--- config.mk ---
export PLATFORM = sky130hd
export DESIGN_NAME = uart_baud_divisor_search_flat
export DESIGN_NICKNAME = d
export VERILOG_FILES = /design/src/rtl/uart_bds_pkg.sv /design/src/rtl/uart_bds_in_if.sv /design/src/rtl/uart_bds_out_if.sv /design/src/rtl/uart_baud_divisor_search.sv /design/src/rtl/uart_bds_div.sv /design/src/flat_wrapper.sv
export SDC_FILE = /design/constraint.sdc
export NUM_CORES = 1
export LEC_CHECK = 0
export ABC_AREA = 1
export BUFFER_PORTS_ARGS = -buffer_cell sky130_fd_sc_hd__buf_4
export CAP_MARGIN = 25
export CORE_UTILIZATION = 29
export CTS_CLUSTER_DIAMETER = 60
export CTS_CLUSTER_SIZE = 28
export DETAILED_ROUTE_END_ITERATION = 8
export GPL_TIMING_DRIVEN = 0
export PLACE_DENSITY = 0.48
export RECOVER_POWER = 25
export SYNTH_ARGS = -nofsm -noshare
export SYNTH_HDL_FRONTEND = slang
export SYNTH_HIERARCHICAL = 1
export SYNTH_SLANG_ARGS = --single-unit
--- constraint.sdc ---
create_clock -name clk_i -period 12.2 [get_ports clk_i]
set_input_delay 0 -clock clk_i [delete_from_list [all_inputs] [get_ports clk_i]]
set_output_delay 0 -clock clk_i [all_outputs]
set_load 0.01 [all_outputs]
--- src/rtl/uart_bds_pkg.sv ---
package uart_bds_pkg;

  localparam int unsigned OsrMax   = 32;
  localparam int unsigned RatioMin = 4;
  localparam int unsigned RatioDef = 16;
  localparam int unsigned DivDef   = 4;
  localparam int unsigned PctBase  = 100;

  localparam int unsigned WordW  = 32;
  localparam int unsigned RatioW = 6;
  localparam int unsigned DivW   = 16;
  localparam int unsigned CntW   = $clog2(WordW);

  typedef enum logic [1:0] {
    StOk     = 2'd0,
    StBadErr = 2'd1,
    StInvalid = 2'd2
  } status_e;

  typedef struct packed {
    logic [WordW-1:0] clock_hz;
    logic [WordW-1:0] target_baud;
  } in_t;

  typedef struct packed {
    logic [RatioW-1:0] oversample_ratio;
    logic [DivW-1:0]   rate_divisor;
    status_e           status;
  } out_t;

  typedef struct packed {
    logic             start;
    logic [WordW-1:0] num;
    logic [WordW-1:0] den;
  } div_req_t;

  typedef struct packed {
    logic             done;
    logic [WordW-1:0] quot;
  } div_rsp_t;

endpackage

--- src/rtl/uart_bds_in_if.sv ---
interface uart_bds_in_if import uart_bds_pkg::*; ();
  logic valid;
  logic ready;
  in_t  data;

  modport source (output valid, output data, input ready);
  modport sink (input valid, input data, output ready);
endinterface

--- src/rtl/uart_bds_out_if.sv ---
interface uart_bds_out_if import uart_bds_pkg::*; ();
  logic valid;
  logic ready;
  out_t data;

  modport source (output valid, output data, input ready);
  modport sink (input valid, input data, output ready);
endinterface

--- src/rtl/uart_baud_divisor_search.sv ---
// Channel  Dir  Payload                                     Beat
// in_i     in   clock_hz, target_baud                       valid & ready
// out_o    out  oversample_ratio, rate_divisor, status      valid & ready
//
// One beat in, one beat out. Baud zero answers without any trial.
// Otherwise each ratio trial takes 3 divisions plus setup; up to 29
// trials are run, plus a final baud/100 division. All divisions use
// the shared 32-bit serial divider.
// in_i.ready is high only while idle; a result held on a stalled out_o
// does not block the next input beat. Reset is asynchronous, active low.
module uart_baud_divisor_search import uart_bds_pkg::*; (
  input  logic            clk_i,
  input  logic            rst_ni,
  uart_bds_in_if.sink     in_i,
  uart_bds_out_if.source  out_o
);

  typedef enum logic [2:0] {
    SIdle,
    SMul,
    SDiv,
    SCmp,
    SOut
  } state_e;

  typedef enum logic [1:0] {
    PhDiv,
    PhLo,
    PhHi,
    PhLim
  } phase_e;

  state_e            state_q;
  phase_e            ph_q;
  logic              start_q;
  logic [WordW-1:0]  clk_q, baud_q, den_q, num_q;
  logic [RatioW-1:0] r_q;
  logic [DivW-1:0]   d_q;
  logic [WordW-1:0]  err_q, errup_q, best_err_q;
  logic [RatioW-1:0] best_ratio_q;
  logic [DivW-1:0]   best_div_q;
  status_e           res_status_q;
  logic              out_valid_q;
  out_t              out_data_q;

  logic [DivW:0]          d_inc;
  logic [WordW-1:0]       mul_a;
  logic [WordW+RatioW-1:0] prod;
  logic [WordW-1:0]       sel_err;
  logic [DivW-1:0]        sel_div;
  logic                   better;
  logic [WordW-1:0]       new_best;
  logic [WordW-1:0]       lim;
  div_req_t               div_req;
  div_rsp_t               div_rsp;
  logic                   in_acc;

  assign in_acc = in_i.valid && in_i.ready;
  assign d_inc  = {1'b0, d_q} + (DivW+1)'(1);

  always_comb begin
    unique case (ph_q)
      PhDiv:   mul_a = baud_q;
      PhLo:    mul_a = {{(WordW-DivW){1'b0}}, d_q};
      PhHi:    mul_a = {{(WordW-DivW-1){1'b0}}, d_inc};
      default: mul_a = '0;
    endcase
  end

  assign prod = {{RatioW{1'b0}}, mul_a} * {{WordW{1'b0}}, r_q};

  assign better   = (err_q > errup_q);
  assign sel_err  = better ? errup_q : err_q;
  assign sel_div  = better ? d_inc[DivW-1:0] : d_q;
  assign new_best = (sel_err < best_err_q) ? sel_err : best_err_q;
  assign lim      = div_rsp.quot + {div_rsp.quot[WordW-2:0], 1'b0};

  assign div_req.start = start_q;
  assign div_req.num   = num_q;
  assign div_req.den   = den_q;

  uart_bds_div u_div (
    .clk_i  (clk_i),
    .rst_ni (rst_ni),
    .req_i  (div_req),
    .rsp_o  (div_rsp)
  );

  always_ff @(posedge clk_i or negedge rst_ni) begin
    if (!rst_ni) begin
      state_q     <= SIdle;
      ph_q        <= PhDiv;
      start_q     <= 1'b0;
      out_valid_q <= 1'b0;
    end else begin
      start_q <= (state_q == SMul);
      if (out_valid_q && out_o.ready && state_q != SOut) begin
        out_valid_q <= 1'b0;
      end
      unique case (state_q)
        SIdle: begin
          if (in_acc) begin
            clk_q        <= in_i.data.clock_hz;
            baud_q       <= in_i.data.target_baud;
            r_q          <= RatioW'(OsrMax);
            best_ratio_q <= RatioW'(RatioDef);
            best_div_q   <= DivW'(DivDef);
            best_err_q   <= in_i.data.target_baud;
            ph_q         <= PhDiv;
            if (in_i.data.target_baud == '0) begin
              res_status_q <= StInvalid;
              state_q      <= SOut;
            end else begin
              state_q <= SMul;
            end
          end
        end
        SMul: begin
          if (ph_q == PhLim) begin
            num_q <= baud_q;
            den_q <= WordW'(PctBase);
          end else begin
            num_q <= clk_q;
            den_q <= prod[WordW-1:0];
          end
          state_q <= SDiv;
        end
        SDiv: begin
          if (div_rsp.done) begin
            unique case (ph_q)
              PhDiv: begin
                d_q     <= (div_rsp.quot[DivW-1:0] == '0) ? DivW'(1)
                                                          : div_rsp.quot[DivW-1:0];
                ph_q    <= PhLo;
                state_q <= SMul;
              end
              PhLo: begin
                err_q   <= div_rsp.quot - baud_q;
                ph_q    <= PhHi;
                state_q <= SMul;
              end
              PhHi: begin
                errup_q <= baud_q - div_rsp.quot;
                state_q <= SCmp;
              end
              default: begin
                res_status_q <= (best_err_q > lim) ? StBadErr : StOk;
                state_q      <= SOut;
              end
            endcase
          end
        end
        SCmp: begin
          if (sel_err < best_err_q) begin
            best_err_q   <= sel_err;
            best_ratio_q <= r_q;
            best_div_q   <= sel_div;
          end
          if (new_best == '0 || r_q == RatioW'(RatioMin)) begin
            ph_q <= PhLim;
          end else begin
            r_q  <= r_q - RatioW'(1);
            ph_q <= PhDiv;
          end
          state_q <= SMul;
        end
        default: begin
          if (!out_valid_q || out_o.ready) begin
            out_valid_q                 <= 1'b1;
            out_data_q.oversample_ratio <= best_ratio_q;
            out_data_q.rate_divisor     <= best_div_q;
            out_data_q.status           <= res_status_q;
            state_q                     <= SIdle;
          end
        end
      endcase
    end
  end

  assign in_i.ready  = (state_q == SIdle);
  assign out_o.valid = out_valid_q;
  assign out_o.data  = out_data_q;

endmodule

--- src/rtl/uart_bds_div.sv ---
// restoring divider, one quotient bit per cycle; den zero gives all ones
module uart_bds_div import uart_bds_pkg::*; (
  input  logic     clk_i,
  input  logic     rst_ni,
  input  div_req_t req_i,
  output div_rsp_t rsp_o
);

  logic             busy_q, busy_d;
  logic             done_q, done_d;
  logic [CntW-1:0]  cnt_q, cnt_d;
  logic [WordW-1:0] rem_q, rem_d;
  logic [WordW-1:0] quo_q, quo_d;
  logic [WordW-1:0] den_q, den_d;
  logic [WordW:0]   trial;
  logic [WordW:0]   diff;
  logic             bit_ok;

  assign trial  = {rem_q, quo_q[WordW-1]};
  assign diff   = trial - {1'b0, den_q};
  assign bit_ok = trial >= {1'b0, den_q};

  always_comb begin
    busy_d = busy_q;
    done_d = 1'b0;
    cnt_d  = cnt_q;
    rem_d  = rem_q;
    quo_d  = quo_q;
    den_d  = den_q;
    if (req_i.start) begin
      busy_d = 1'b1;
      cnt_d  = '0;
      rem_d  = '0;
      quo_d  = req_i.num;
      den_d  = req_i.den;
    end else if (busy_q) begin
      rem_d = bit_ok ? diff[WordW-1:0] : trial[WordW-1:0];
      quo_d = {quo_q[WordW-2:0], bit_ok};
      cnt_d = cnt_q + CntW'(1);
      if (cnt_q == CntW'(WordW - 1)) begin
        busy_d = 1'b0;
        done_d = 1'b1;
      end
    end
  end

  always_ff @(posedge clk_i or negedge rst_ni) begin
    if (!rst_ni) begin
      busy_q <= 1'b0;
      done_q <= 1'b0;
      cnt_q  <= '0;
    end else begin
      busy_q <= busy_d;
      done_q <= done_d;
      cnt_q  <= cnt_d;
    end
  end

  always_ff @(posedge clk_i) begin
    rem_q <= rem_d;
    quo_q <= quo_d;
    den_q <= den_d;
  end

  assign rsp_o.done = done_q;
  assign rsp_o.quot = quo_q;

endmodule

--- src/flat_wrapper.sv ---
// flat-port wrapper written by rule: the top's interface ports become plain ports
module uart_baud_divisor_search_flat import uart_bds_pkg::*;
  (clk_i, rst_ni, in_i_valid, in_i_data, in_i_ready, out_o_valid, out_o_data, out_o_ready);
  uart_bds_in_if in_i_i ();
  uart_bds_out_if out_o_i ();
  input  logic clk_i;
  input  logic rst_ni;
  input wire logic [$bits(in_i_i.valid)-1:0] in_i_valid;
  input wire logic [$bits(in_i_i.data)-1:0] in_i_data;
  output wire logic [$bits(in_i_i.ready)-1:0] in_i_ready;
  output wire logic [$bits(out_o_i.valid)-1:0] out_o_valid;
  output wire logic [$bits(out_o_i.data)-1:0] out_o_data;
  input wire logic [$bits(out_o_i.ready)-1:0] out_o_ready;
  assign in_i_i.valid = in_i_valid;
  assign in_i_i.data = in_i_data;
  assign in_i_ready = in_i_i.ready;
  assign out_o_valid = out_o_i.valid;
  assign out_o_data = out_o_i.data;
  assign out_o_i.ready = out_o_ready;
  uart_baud_divisor_search u_core (.clk_i(clk_i), .rst_ni(rst_ni), .in_i(in_i_i), .out_o(out_o_i));
endmodule
Word level (Yosys, flattened, before mapping)
Cells that the tools add are included.

storage, ports and cells
  bits in registers = 404
  input bits = 68
  output and inout bits = 26

operators by class
  multiplexer cells = 47
  order comparisons = 4
  add/sub/neg operators = 7
  equality and inequality tests = 16
  multiply operators = 1
  reduce and logical (&&, ||, !) cells = 31
  bitwise logic cells = 1

operators by type and width
  kind                                                              number
  32-bit two-way mux                                                7
  32-bit case mux with 3 select lines                               1
  32-bit subtractor                                                 3
  32-bit greater-than comparator                                    2
  32-bit logical NOT                                                2
  32-bit case mux with 2 select lines                               1
  16-bit two-way mux                                                3
  33-bit by 32-bit greater-or-equal comparator with 1-bit output    1
  32-bit adder                                                      1
  32-bit < comparator                                               1
  32-bit by 6-bit multiplier with 32-bit output                     1
  16-bit case mux with 2 select lines                               1
  6-bit two-way mux                                                 4
  6-bit case mux with 2 select lines                                2
  4-bit AND reduction                                               6
  16-bit by 1-bit adder with 17-bit output (second input constant)  1
  16-bit logical NOT                                                1
  2-bit two-way mux                                                 7
  3-bit two-way mux                                                 4
  3-bit case mux with 4 select lines                                1
  3-bit AND reduction                                               4
  1-bit two-way mux                                                 10
  5-bit two-way mux                                                 2
  2-bit != test (second input constant)                             5
  27 further kinds                                                  36

Depth between registers and ports, before layout
  word-level depth = 8
  mapped depth = 40
  mapped depth without buffers = 37

Hierarchy
The synthesis kept the hierarchy.

modules (own cells, without submodules)
  module                    cells an instance  seq. area each (sq um)  times used  area an instance (sq um)
  uart_baud_divisor_search  2764               9003.6                  1           23986.8
  uart_bds_div              966                2737.6                  1           6729.0

Least setup slack after synthesis
Ideal clock, no wire load.

  path kind = register to register
  start = register u_core.ph_q[0]
  end = register u_core.den_q[30] (data pin)
  library setup time = 0.253 ns
  data required time = 11.947 ns
  path buffers = 0
  period minus slack after synthesis = 5.756 ns
  path slack = 6.444 ns
  arrival = 5.503 ns
  stages on the path, launching flop included = 32
  cell sequence = dfrtp_1 inv_1 nor2_1 clkinv_1 o221ai_1 nand2_1 fa_1 fa_1 fa_1 inv_1 ha_1 nand3_1 nand3_1 a21oi_1 o21bai_1 inv_1 o21a_1 inv_1 nand2_1 nand2_1 a21oi_1 o21ai_1 a21boi_0 o21ai_1 a21oi_1 o21ai_1 nand2_1 nand2_1 a21oi_1 nand2_1 nand2_1 nor2_1

between the ends
  word-level cells in the longest chain between the ends = 3
  elaborated cells between the ends (all ways) = 6
  those cells by class = mul (1); eq/ne (3); mux (1); reduce/logical (1)

ends and longest elaborated chain
  element                                        line                             text
  start: declaration                             uart_baud_divisor_search.sv:34   phase_e ph_q;
  start signal: assignment                       uart_baud_divisor_search.sv:92   ph_q <= PhDiv;
  start signal: assignment                       uart_baud_divisor_search.sv:109  ph_q <= PhDiv;
  start signal: assignment                       uart_baud_divisor_search.sv:134  ph_q <= PhLo;
  2-bit == test, or another cell as far along    uart_baud_divisor_search.sv:62   unique case (ph_q)
  32-bit case mux with 3 select lines            uart_baud_divisor_search.sv:62
  32-bit by 6-bit multiplier with 32-bit output  uart_baud_divisor_search.sv:70   assign prod = {{RatioW{1'b0}}, mul_a} * {{WordW{1'b0}}, r_q};
  end signal: assignment                         uart_baud_divisor_search.sv:121  den_q <= WordW'(PctBase);
  end signal: assignment                         uart_baud_divisor_search.sv:124  den_q <= prod[WordW-1:0];
  end: declaration                               uart_baud_divisor_search.sv:36   logic [WordW-1:0] clk_q, baud_q, den_q, num_q;

Parallel ways exist; a longest one is shown, timed or not.
A chain may end at the register's enable or synchronous reset.

Final worst setup path
  start = register u_core.ph_q[0]
  end = register u_core.den_q[27] (data pin)

The elaborated chain is that of the path after synthesis.

==> flow_summary.json <==
{
  "status": "complete, but fails checks",
  "violations": "DRC, capacitance limit, slew limit",
  "crit_path_end_kind": "flop",
  "ys_seq_area_share_pct": 38.23,
  "clock_power_share_pct": 13.8,
  "max-slew-margin-rel_pct": -20.12,
  "critical_path_arrival_ns": 8.08,
  "top_layer_used": "met5",
  "wl_per_cell_um": 18.70,
  "p_comb_share_pct": 64.6,
  "synth-seq-cells": 404,
  "place_congestion": 0.9283,
  "met3WireLength_um": 6162,
  "wirelength_um": 100900,
  "power.leakage_nw": 16.39,
  "ctsResizeCount": 0,
  "initial_core_util_pct": 29.22,
  "overflow": 0,
  "wl_met1_um": 48980,
  "vias": 25370,
  "area_growth_pct": 16.24,
  "peakVddDrop_mv": 0.1751,
  "numCtsBuffers": 47,
  "min-delay-path-class": "in -> reg",
  "path_class": "reg -> reg",
  "synth-simple-area-share_pct": 20.00,
  "fillCellCount": 11256,
  "std_cell_rows": 119,
  "cpMostUsedCell": "nand2_1",
  "io_buffers": 93,
  "fin_tns_setup_ns": 0,
  "antenna_found_initial": 3,
  "rrSetupSlack_ns": 4.55,
  "syn_area_sq_um": 30720,
  "synth_edf_count": 358,
  "grt_start_max_net_pins": 35,
  "final_max_slew_viol_count": 45,
  "clock_latency_ns": 0.64,
  "ys_warn_count": 6,
  "die_w_um": 327.4,
  "fin_crit_sh_pct": 62.73,
  "pwr-share-seq_pct": 21.7,
  "cp_slowest_cell": "o221ai_1",
  "utilization_pct": 33.97,
  "stdcell_area_sq_um": 35700,
  "setup_ws_ns": 4.547,
  "dieArea_sq_um": 107200,
  "muxShareOfSynthArea_pct": 0,
  "core_area_sq_um": 105100,
  "grt_use_total_pct": 18.76,
  "setup_viol": 0,
  "worstSetupStartpointType": "flop",
  "drt-pass1-iter-count": 7,
  "via_per_inst": 4.704,
  "initialDrtViolationCount": 2120,
  "p_int_mw": 5.495,
  "synth_top_family_by_area": "simple AND/OR/NAND/NOR gates",
  "grt_setup_unrepaired": "false",
  "yosys_most_used_dff": "edfxtp_1",
  "ant_nets": 0,
  "clock_sinks": 404,
  "worst_pin_slew_ns": 1.788,
  "met2_length_um": 43400,
  "cts_tree": "built",
  "pre_cts_ws_ns": 4.719,
  "switching_share_pct": 51.07,
  "ios": 94,
  "grt_pass1_wl_um": 151600,
  "synth_fa_ha_area_share_pct": 18.20,
  "crit_family": "compound AO/OA/AOI/OAI gates",
  "syn_nets": 4177,
  "hpwl_um": 82750,
  "drcViolationCount": 2,
  "fin_cells": 5393,
  "crit_buf_inv": 3,
  "syn_area_per_cell_sq_um": 8.235,
  "max_freq_mhz": 130.7,
  "yosysUniqueCellTypes": 58,
  "p_switching_mw": 5.735,
  "synth-async-reset-ratio_pct": 3.465,
  "fp.dieH_um": 327.4,
  "cts_root_buffer": "clkbuf_16",
  "placed_cells": 5236,
  "post-route-min-period_ns": 7.653,
  "cts.path.max_buffers": 3,
  "drive_gt1_share_pct": 5.074,
  "powerDensity_nw_per_um2": 314.5,
  "timing.final.hold_violations": 0,
  "cp_max_fo": 10,
  "synth_compound_area_share_pct": 10.96,
  "skew_ns": 0.05625,
  "cts-htree-levels": 2,
  "drv_cap": 2,
  "cp.required_ns": 12.63,
  "slowest_delay_ns": 0.92,
  "post_dp_cell_area_sq_um": 33520,
  "synth-xor-area-share_pct": 3.536,
  "clk_pin_slew_ns": 0.09,
  "grt_pass1_vias": 24648,
  "nNetsFinal": 4409,
  "syn_inst": 3730
}
-- cell usage after synthesis (5+ instances only) --
library cell	n	area (sq um)
nand3_1	111	555.5
nand3b_1	48	360.4
a211oi_1	5	37.54
a21o_1	7	52.55
o21ai_1	27	135.1
nor2_1	243	912.1
buf_6	5	56.30
clkbuf_1	79	296.5
nor4_1	16	100.1
xor2_1	87	762.0
edfxtp_1	358	10750
dfxtp_1	32	640.6
fa_1	113	2262
ha_1	266	3328
dfrtp_1	14	350.3
xnor2_1	37	324.1
a21boi_1	6	45.04
o2111ai_1	5	43.79
nor3_1	33	165.2
nand2_1	983	3690
o211ai_1	11	82.58
o21a_1	13	97.59
o21bai_1	11	82.58
inv_1	612	2297
nand2_2	9	56.30
a21oi_1	259	1296
buf_2	9	45.04
o21ai_0	221	1106
nor2_2	8	50.05
o221ai_1	15	131.4
inv_2	6	22.52
a31oi_1	8	50.05
nand4_1	15	93.84
clkinv_1	7	26.28
-- final timing paths --
check / cells after the start / endpoint / from
worst max-delay path: 29 / u_core/den_q[27] / u_core/ph_q[0]
worst min-delay path: 2 / u_core/clk_q[4] / in_i_data[36]
max in group asynchronous: 3 / u_core/u_div/cnt_q[2] / rst_ni
worst min register to register: 0 / u_core/u_div/den_q[3] / u_core/den_q[3]
min in group asynchronous: 3 / u_core/state_q[2] / rst_ni
worst max register to register: 29 / u_core/den_q[27] / u_core/ph_q[0]
-- metrics by stage --
stage	hold WS, ns	power (mW)
6_report	0.08440	11.23
5_1_grt	0.06517	12.43
4_1_cts	0.02564	11.35
3_5_place_dp	-0.1030	9.719
3_3_place_gp	-0.1045	9.664
2_1_floorplan	-0.2956	7.474
-- logic make-up after synthesis --
| kind of cell | Yosys count |
|---|---|
| simple gates | 1485 |
| buf+inv | 726 |
| flops | 404 |
| fa+ha+maj | 379 |
| xor+xnor | 124 |
| compound gates | 612 |
-- cells in the final DEF (no fill, tap or decap), types with 7 or more instances in the layout --
cell type,count
nand2_1,983
inv_1,612
edfxtp_1,358
ha_1,266
a21oi_1,257
nor2_1,242
o21ai_0,221
clkbuf_1,141
fa_1,113
nand3_1,111
xor2_1,87
dlygate4sd3_1,68
clkbuf_16,48
nand3b_1,48
xnor2_1,37
dfxtp_1,32
clkbuf_4,29
nor3_1,29
o21ai_1,27
buf_6,18
nor4_1,16
nand4_1,15
o221ai_1,15
dfrtp_1,14
o21a_1,13
o21bai_1,11
o211ai_1,11
clkinv_1,10
buf_2,10
clkinv_8,9
nand2_2,9
nor2_2,8
a31oi_1,8
buf_4,7
a21o_1,7
-- layout make-up --
| type | count | area [sq um] | area share (%) |
|---|---|---|---|
| Timing Repair Buffer | 183 | 1461 | 4.093 |
| Tap cell | 1391 | 1740 | 4.875 |
| Multi-Input combinational cell | 2600 | 16240 | 45.47 |
| Antenna cell | 1 | 2.502 | 0.007009 |
| Clock buffer | 50 | 1209 | 3.385 |
| Buffer | 101 | 444.2 | 1.244 |
| Sequential cell | 404 | 11740 | 32.88 |
| Clock inverter | 38 | 524.3 | 1.468 |
| Inverter | 625 | 2346 | 6.571 |
-- routing by layer --
metal	track usage, %	vias up
met3	3.076	101
met2	28.55	691
met1	27.34	11955
li1	-	12619
met5	0	-
met4	4.957	4
-- sequential cells by signal, indices dropped and copies added, names as in the netlist, 3 cells and up --
name,count
u_core/baud_q,32
u_core/best_err_q,32
u_core/clk_q,32
u_core/den_q,32
u_core/err_q,32
u_core/errup_q,32
u_core/num_q,32
u_core/u_div/den_q,32
u_core/u_div/quo_q,32
u_core/u_div/rem_q,32
u_core/out_o.data,24
u_core/best_div_q,16
u_core/d_q,16
u_core/best_ratio_q,6
u_core/r_q,6
u_core/u_div/cnt_q,5
u_core/state_q,3
-- power by group through the flow --
| stage | sequential [mW] | clock (mW) | combinational (mW) |
|---|---|---|---|
| CTS | 2.44 | 1.59 | 7.32 |
| global route | 2.47 | 1.63 | 8.32 |
| finish | 2.43 | 1.54 | 7.25 |
| detailed placement | 2.46 | 0 | 7.26 |
| global placement | 2.49 | 0 | 7.17 |
| floorplan | 2.35 | 0 | 5.13 |
-- timing repair --
item                                   CTS  global route
endpoints found under the hold margin  116             0
hold buffers                            68             0
buffers inserted                         0             0
Power figures use the tool's default switching activity.
